**config.mk**
```make
export PLATFORM = sky130hd
export DESIGN_NAME = pvm_ctrl
export DESIGN_NICKNAME = d
export VERILOG_FILES = /design/src/rtl/pcm_voice_mixer_with_tone_unit_assert.svh /design/src/rtl/pvm_pkg.sv /design/src/rtl/pvm_ctrl.sv
export SDC_FILE = /design/constraint.sdc
export NUM_CORES = 1
export LEC_CHECK = 0
export BUFFER_PORTS_ARGS = -buffer_cell sky130_fd_sc_hd__buf_2
export CORE_AREA = 2 2 39 41
export DETAILED_ROUTE_END_ITERATION = 16
export DIE_AREA = 0 0 41 43
export PLACE_DENSITY = 0.66
export SLEW_MARGIN = 40
export SYNTH_ARGS = -nofsm -noshare
export SYNTH_HDL_FRONTEND = slang
export SYNTH_SLANG_ARGS = --single-unit
```
**constraint.sdc**
```tcl
create_clock -name clk -period 3.35 [get_ports clk]
set_clock_uncertainty 0.2 [all_clocks]
set_input_delay 0.1675 -clock clk [delete_from_list [all_inputs] [get_ports clk]]
set_output_delay 0.1675 -clock clk [all_outputs]
set_load 0.01 [all_outputs]
```
**src/rtl/pcm_voice_mixer_with_tone_unit_assert.svh**
```systemverilog
// Assertion macros for the voice mixer
`ifndef PCM_VOICE_MIXER_WITH_TONE_UNIT_ASSERT_SVH
`define PCM_VOICE_MIXER_WITH_TONE_UNIT_ASSERT_SVH
// implication checked on every clock outside reset
`define PVM_ASSERT_IMP(lbl, ante, cons, msg) \
  lbl: assert property (@(posedge clk) disable iff (!rst_n) (ante) |-> (cons)) else $error(msg);
// implication whose consequent is checked in the cycle after the antecedent
`define PVM_ASSERT_NXT(lbl, ante, cons, msg) \
  lbl: assert property (@(posedge clk) disable iff (!rst_n) (ante) |=> (cons)) else $error(msg);
`endif

```
**src/rtl/pvm_pkg.sv**
```systemverilog
package pvm_pkg;
  localparam int VOICES      = 8;
  localparam int STORE_DEPTH = 65536;
  localparam int VW          = $clog2(VOICES);
  localparam int AW          = $clog2(STORE_DEPTH);
  localparam int LW          = 17;

  localparam logic [2:0] OP_TICK    = 3'd0;
  localparam logic [2:0] OP_WRITE   = 3'd1;
  localparam logic [2:0] OP_PREPARE = 3'd2;
  localparam logic [2:0] OP_PLAY    = 3'd3;
  localparam logic [2:0] OP_STOP    = 3'd4;
  localparam logic [2:0] OP_RELEASE = 3'd5;

  localparam logic [1:0] REG_VOLUME    = 2'd0;
  localparam logic [1:0] REG_TONE_STEP = 2'd1;
  localparam logic [1:0] REG_TONE_AMP  = 2'd2;
  localparam logic [1:0] REG_TONE_EN   = 2'd3;

  // controller commands to the datapath
  typedef struct packed {
    logic          cmd_op;     // apply non-tick operation
    logic          tick_start; // clear accumulator, step tone if enabled
    logic          rd_issue;   // issue store read for voice rd_voice
    logic [VW-1:0] rd_voice;
    logic          acc_en;     // accumulate/advance voice acc_voice
    logic [VW-1:0] acc_voice;
    logic          mul_en;     // register product
    logic          duty_en;    // clamp and store duty
  } pvm_cmd_t;
endpackage

```
**src/rtl/pvm_ctrl.sv**
```systemverilog
module pvm_ctrl (
  input  logic              clk,
  input  logic              rst_n,
  input  logic              in_valid,
  output logic              in_ready,
  input  logic [2:0]        op,
  output logic              out_valid,
  input  logic              out_ready,
  output pvm_pkg::pvm_cmd_t cmd
);
  localparam logic [2:0] S_IDLE = 3'd0;
  localparam logic [2:0] S_RD   = 3'd1;
  localparam logic [2:0] S_MUL  = 3'd2;
  localparam logic [2:0] S_DUTY = 3'd3;
  localparam logic [2:0] S_OUT  = 3'd4;

  logic [2:0]            state_r, state_nxt;
  logic [pvm_pkg::VW:0]  cnt_r, cnt_nxt;
  logic                  accept;

  assign in_ready  = (state_r == S_IDLE);
  assign out_valid = (state_r == S_OUT);
  assign accept    = in_valid && in_ready;

  always_comb begin
    state_nxt = state_r;
    cnt_nxt   = cnt_r;
    cmd       = '0;
    unique case (state_r)
      S_IDLE: begin
        if (accept) begin
          if (op == pvm_pkg::OP_TICK) begin
            cmd.tick_start = 1'b1;
            state_nxt      = S_RD;
            cnt_nxt        = '0;
          end else begin
            cmd.cmd_op = 1'b1;
            state_nxt  = S_OUT;
          end
        end
      end
      // issue read for cnt, accumulate cnt-1 whose data is now registered
      S_RD: begin
        cmd.rd_issue  = (cnt_r < (pvm_pkg::VW+1)'(pvm_pkg::VOICES));
        cmd.rd_voice  = cnt_r[pvm_pkg::VW-1:0];
        cmd.acc_en    = (cnt_r != '0);
        cmd.acc_voice = pvm_pkg::VW'(cnt_r - 1'b1);
        cnt_nxt       = cnt_r + 1'b1;
        if (cnt_r == (pvm_pkg::VW+1)'(pvm_pkg::VOICES)) state_nxt = S_MUL;
      end
      S_MUL: begin
        cmd.mul_en = 1'b1;
        state_nxt  = S_DUTY;
      end
      S_DUTY: begin
        cmd.duty_en = 1'b1;
        state_nxt   = S_OUT;
      end
      S_OUT: begin
        if (out_ready) state_nxt = S_IDLE;
      end
      default: state_nxt = S_IDLE;
    endcase
  end

  always_ff @(posedge clk) begin
    if (!rst_n) begin
      state_r <= S_IDLE;
      cnt_r   <= '0;
    end else begin
      state_r <= state_nxt;
      cnt_r   <= cnt_nxt;
    end
  end
endmodule

```
Word level (Yosys, flattened, before mapping) --
Index checks and enable logic that the tools add are counted.
Storage, ports and cells: input port bits 7, output and inout port bits 14, register bits 7
Cells by class: reductions and logical operators 7, equality and inequality tests 9, add/subtract/negate cells 2, mux-type cells 15, magnitude comparators 1
Operator list (number):
- one-hot mux 3 bit (5 select lines) | 1
- two-way mux 3 bit | 4
- two-way mux 4 bit | 2
- two-way mux 8 bit | 1
- one-hot mux 4 bit (2 select lines) | 1
- equality test 3 x 2 -> 1 bit (second input constant) | 2
- logical NOT 3 bit | 2
- != test 2 x 1 -> 1 bit (second input constant) | 3
- AND reduction 3 bit | 2
- adder 4 x 1 -> 4 bit (second input constant) | 1
- equality test 4 bit (second input constant) | 1
- < comparator 4 bit (second input constant) | 1
- two-way mux 1 bit | 4
- two-way mux 2 bit | 2
- nonzero test 4 bit | 1
- equality test 3 x 1 -> 1 bit (second input constant) | 1
- equality test 3 bit (second input constant) | 1
- subtractor 3 x 1 -> 3 bit (second input constant) | 1
- != test 2 bit (second input constant) | 1
- nonzero test 2 bit | 1
- logical AND 1 bit | 1

Logic depth before layout (Yosys ltp) --
Gate-level depths: netlist (run 1).
depth after elaboration 4, depth in mapped cells 5, mapped depth without buffers 5

Least setup slack after synthesis (run 1) --
Ideal clock, no wire load.
path kind reg-to-reg, start point reg state_r[1], end point reg cnt_r[3] (netlist bit), setup time 0.130 ns, path slack 1.806 ns, data required time 3.020 ns, arrival time 1.214 ns, stages on the path, launching flop included 5, buffers on the path 1, cell sequence dfxtp_1 -> buf_2 -> or4b_4 -> o21ai_1 -> a311oi_1
Between the ends: cells in the longest elaborated chain, start to end 4
RTL lines:
- start, declared | RTL line pvm_ctrl.sv:17 | logic [2:0] state_r, state_nxt;
- start signal, assigned | RTL line pvm_ctrl.sv:71 | state_r <= state_nxt;
- logical NOT 3 bit | RTL line pvm_ctrl.sv:21, pvm_ctrl.sv:29
- logical AND 1 bit | RTL line pvm_ctrl.sv:23 | assign accept = in_valid && in_ready;
- != test 2 x 1 -> 1 bit (no source line)
- AND reduction 3 bit (no source line)
- end signal, assigned | RTL line pvm_ctrl.sv:72 | cnt_r <= cnt_nxt;
- end, declared | RTL line pvm_ctrl.sv:18 | logic [pvm_pkg::VW:0] cnt_r, cnt_nxt;
Parallel ways exist; a longest one is shown, timed or not. A chain may end at the register's enable or synchronous reset.

==> results of run 1 <==
## worst max-delay path: stages (launching register included)
cell	delay, ns
dfxtp_1	0.46
or3b_1	0.53
nor2_1	0.15
buf_2	0.14
## power by group
part	leakage [nW]	internal, mW	switching [mW]	total [mW]
clock	0.0150	0.0456	0.0340	0.0796
sequential	0.0567	0.0852	0.00322	0.0884
combinational	0.210	0.0151	0.0157	0.0308
total	0.282	0.146	0.0529	0.199
## cell type report
| type | count | area, um2 | share of cell area |
|---|---|---|---|
| sequential | 7 | 140 | 0.226 |
| inverter | 4 | 15.0 | 0.0242 |
| clock buffer | 4 | 26.3 | 0.0423 |
| timing repair buffer | 21 | 110 | 0.177 |
| multi-input combinational | 48 | 309 | 0.498 |
| tap | 16 | 20.0 | 0.0323 |
## layout by cell type (no fill, tap or decap), types with 3 or more instances in the layout
cell	n
buf_2	20
nor2_1	8
dfxtp_1	7
inv_1	4
a21oi_1	4
nor3b_1	3
nand2_1	3
nand2b_1	3
clkbuf_4	3
## logic make-up (layout without fill, tap and decap cells)
group,count (synthesis),after routing,share of synthesized area
xor+xnor,1,1,0.0179
compound gates,12,12,0.156
flops,7,7,0.286
simple gates,33,33,0.407
buf+inv,8,29,0.0818
fa+ha+maj,2,2,0.0511
## timing repair
action,CTS,global route
hold buffers,1,0
endpoints found under the setup margin,0,0
hold endpoints to repair,1,0
## cell usage after synthesis
cell      count  area, um2
nor2_2        1       6.26
nor2b_1       2       12.5
a41oi_1       1       8.76
nor3b_1       3       22.5
ha_1          2       25.0
nor3b_2       1       12.5
nand2_1       3       11.3
or4b_4        1       13.8
nand3_1       2       10.0
dfxtp_1       7        140
or3_1         2       12.5
o31ai_1       2       15.0
o31a_1        1       8.76
a21oi_1       4       20.0
xnor2_1       1       8.76
and3b_1       1       8.76
or3b_1        1       8.76
nor3_1        2       10.0
inv_1         4       15.0
buf_2         2       10.0
a311oi_1      1       8.76
o21ai_0       1       5.00
nor2_1        8       30.0
nand3b_1      2       15.0
nand2b_1      3       18.8
buf_4         2       15.0
o21ai_1       2       10.0
and2_1        1       6.26
## state kept, by name, summed over array words and instances (netlist names)
register  count
cnt_r         4
state_r       3
## per-stage QoR
stage / hold slack (ns) / util / cells / setup slack [ns] / cell area [um2]
after floorplan: 0.0954 / - / 63 / 1.81 / 489
after global placement: 0.250 / 0.422 / 95 / 1.67 / 584
after detailed placement: 0.252 / 0.422 / 95 / 1.62 / 584
after CTS: 0.0562 / 0.448 / 100 / 1.45 / 621
after global routing: 0.0999 / 0.448 / 100 / 1.35 / 621
final: 0.0532 / 0.448 / 100 / 1.45 / 621
## worst min path at each step
stage | start | endpoint | cells after the start
after CTS | out_ready | state_r[2] | 3
after floorplan | rst_n | state_r[2] | 1
after global routing | out_ready | state_r[2] | 3
after global placement | rst_n | state_r[2] | 2
after detailed placement | rst_n | state_r[2] | 2
final | out_ready | state_r[2] | 3
## layer usage
| metal | up-vias | global-route usage | wire (um) |
|---|---|---|---|
| li1 | 260 | - | - |
| met1 | 223 | 0.178 | 503 |
| met2 | 23 | 0.200 | 507 |
| met3 | 2 | 0.0314 | 86 |
| met4 | 0 | 0.100 | 21 |
| met5 | - | 0 | 0 |
==> run metrics, run 1 <==
worst-path fanout max=11; Initial Util=0.354; clock slew seen by the registers of the worst setup and hold paths=0.05 ns; Syn Area/Cell=7.77 um2; CP Launch Type=flop; die area=1760 um2; syn nets=72; Vias/cell=5.08; H-tree depth=1; filler cell count=152; Worst-Margin Slew=0.352 ns; FF-to-FF setup slack=1.61 ns; core area=1380 um2; CTS tree=yes; largest net degree at the start of global routing=12; DR WL/cell=11.2 um; Max-Slew Margin vs Limit=0.764; global-route wire length before repair=1.66 mm; layout cells sized above 1=0.310; worst skew pair latency=0.26 ns; Reg-to-Reg End=cnt_r[2]; Max Buffers Root-to-Sink=2; DRT iter0 DRCs=9; chip width=41 um; Area growth, synth to finish=26.9%; pwr dens=320 nW/um2; Cell Area, Synth=489 um2; clock root buffer=clkbuf_4; worst vdd ir=0.124 mV; cell leakage power=0.282 nW; final slew viol count=0; Synth Register Bits=7; Worst R2R Path Depth=3; status=complete, no violations; Pwr Total=199 uW; I/O pin total=21; I/O Buffers=20; Yosys warning total=0; Post-route DRC=0; critical path class=flop to output port; final RePlAce weighted congestion=0.711; Max Cap Viol=0; row cnt=14; Synth cell types=28; setup violators final=0; Critical Path Start=state_r[0]; antenna cells=0; vias in the first global route=400; RSZ-0062 raised after global routing=false; chip height=43 um; worst hold path type=input port to flop; GRT overflow=0; Post-DRT Antenna Nets=0; worst setup path endpoint=cmd[4]; worst path required time=2.98 ns; Mapped Cells=63; Final Hold Viols=0; Post-Route WL=1.12 mm; First-pass DRT Iterations=4; # nets final=94; Worst R2R Start=state_r[0]; GRT Util Overall=0.141; max frequency=525 MHz; min cycle time layout=1.90 ns; Setup crit end kind=output port; Fin Setup TNS=0 ns; Post-CTS Setup Inserts=0; period utilisation layout=0.568; cts repair resizes=0; register area share after synthesis=0.286; Critical Path AT=1.54 ns; clock sink count=7; routed vias=508; initial antenna violation count=0; CTS Buf Count=3
Note: power is estimated with default switching activity, not from simulation.
==> run 2: changes to the inputs <==
- clock period: 3.35 -> 1.95 ns (I/O delays scaled with it)
==> run 2 against run 1 <==
  * Worst hold slack improved by 0.0034 ns
  * Non-clock buffer count rose by 3
  * Global-route usage rose by 1.3 points
  * Design area up 4.6%
  * Register-to-register slack worse by 1.3 ns
==> run metrics, run 2 (synthesis results as in run 1) <==
status=complete, no violations (unchanged); clock sink count=7 (unchanged); I/O pin total=21 (unchanged); chip height=43 um (unchanged); Initial Util=0.354 (unchanged); DR WL/cell=11.1 um (was 11.2 um); First-pass DRT Iterations=4 (unchanged); largest net degree at the start of global routing=11 (was 12); Critical Path AT=1.49 ns (was 1.54 ns); DP Cell Count=96 (was 95); worst skew pair latency=0.26 ns (about the same); number of flip-flops under the largest register name=4 (unchanged); RSZ-0062 raised after global routing=false (unchanged); die area=1760 um2 (unchanged); clock share of power=0.397 (was 0.401); Largest Register=cnt_r (unchanged); critical path class=flop to output port (unchanged); dpl ws=0.350 ns (was 1.62 ns); pwr dens=533 nW/um2 (was 320 nW/um2); worst vdd ir=0.198 mV (was 0.124 mV); internal power=254 uW (was 146 uW); vias in the first global route=458 (was 400); Largest regs=cnt_r: 4 flops, state_r: 3 flops (unchanged); row cnt=14 (unchanged); Max Buffers Root-to-Sink=2 (unchanged); Worst-Margin Slew=0.317 ns (was 0.352 ns); global-route wire length before repair=1.81 mm (was 1.66 mm); P_sw=92.1 uW (was 52.9 uW); DPL Wire Length=828 um; Fin Setup TNS=0 ns (unchanged); CTS tree=yes (unchanged); core area=1380 um2 (unchanged); GRT Util Overall=0.154 (was 0.141); min cycle time layout=1.78 ns; period utilisation layout=0.915; clock root buffer=clkbuf_4 (unchanged); H-tree depth=1 (unchanged); worst path required time=1.65 ns (was 2.98 ns); Setup crit end kind=output port (unchanged); DRT iter0 DRCs=14 (was 9); Gate power share=0.163 (was 0.155); Vias/cell=5.09 (was 5.08); Area growth, synth to finish=32.7% (was 26.9%); Post-Route WL=1.14 mm (was 1.12 mm); switch share=0.266 (about the same); final slew viol count=0 (unchanged); setup violators final=0 (unchanged); most common cell after layout, fill and taps aside=buf_2 (unchanged); clock slew seen by the registers of the worst setup and hold paths=0.05 ns (about the same); Post-DRT Antenna Nets=0 (unchanged); CTS Buf Count=3 (unchanged); GRT overflow=0 (unchanged); Finished Layout Cells=103 (was 100); I/O Buffers=20 (unchanged); CP Launch Type=flop (unchanged); Final Hold Viols=0 (unchanged); # nets final=97 (was 94); chip width=41 um (unchanged); Hold WS=0.0566 ns (was 0.0532 ns); routed vias=524 (was 508); Max-Slew Margin vs Limit=0.788 (was 0.764); max frequency=560 MHz; Max Cap Viol=0 (unchanged); Post-CTS Setup Inserts=0 (unchanged); layout cells sized above 1=0.322 (was 0.310); worst-path fanout max=10 (was 11); worst hold path type=input port to flop (unchanged); initial antenna violation count=0 (unchanged); cell leakage power=0.295 nW (was 0.282 nW); Post-route DRC=0 (unchanged); final RePlAce weighted congestion=0.727 (was 0.711); antenna cells=0 (unchanged); most frequent cells in the layout=buf_2, nor2_1, dfxtp_1 (unchanged); Flop pwr share=0.440 (was 0.444); final worst slack=0.166 ns (was 1.45 ns); Pwr Total=346 uW (was 199 uW)
==> run 2: cell count changes in the layout (fill, tap and decap cells not counted) <==
cell,delta
dlygate4sd3_1,+2
dfxtp_1,-1
buf_4,+1
dfxtp_2,+1
==> run 2: worst paths after layout <==
kind / cells after the start / from / slack (ns) / to
hold reg to reg: 2 / cnt_r[1] / 0.32 / cnt_r[1]
hold / removal: 4 / op[2] / 0.06 / state_r[2]
setup reg to reg: 3 / state_r[1] / 0.35 / cnt_r[3]
setup / recovery: 4 / state_r[1] / 0.17 / cmd[3]
==> run 2: per-layer routing <==
| metal | part of all wire | global-route usage | up-vias |
|---|---|---|---|
| li1 | - | - | 267 |
| met1 | 0.46 | 0.177 | 228 |
| met2 | 0.43 | 0.219 | 24 |
| met3 | 0.073 | 0.0524 | 5 |
| met4 | 0.034 | 0.120 | 0 |
| met5 | 0 | 0 | - |
==> run 2: cell type report <==
type / instances / area [um2]
clock buffers: 4 / 26.3
fillers: 143 / 734
inverters: 4 / 15.0
multi-input cells: 48 / 309
flip-flops and latches: 7 / 141
well taps: 16 / 20.0
repair buffers: 24 / 138
==> run 2: critical path, cell delays in order (launching register included) <==
cell,delay [ns]
dfxtp_1,0.40
or3b_1,0.42
buf_4,0.18
nor2_1,0.09
buf_2,0.14
==> run 2: what timing repair did <==
item | 4_1_cts | 5_1_grt
gates resized for setup | 0 | 1
hold buffers | 2 | 1
endpoints found under the setup margin | 0 | 3
endpoints found under the hold margin | 7 | 1
==> run 2: power by group through the flow <==
stage | logic [mW] | clock network, mW | registers, mW
after floorplan | 0.0347 | 0 | 0.153
after global placement | 0.0515 | 0 | 0.155
after detailed placement | 0.0520 | 0 | 0.155
after CTS | 0.0553 | 0.143 | 0.152
after global routing | 0.0631 | 0.155 | 0.153
final | 0.0566 | 0.137 | 0.152
==> run 2: per-stage QoR <==
step	instance area, um2	utilization
global placement	592	0.428
global route	649	0.469
floorplan	489	-
detailed placement	592	0.428
CTS	638	0.461
finish	649	0.469
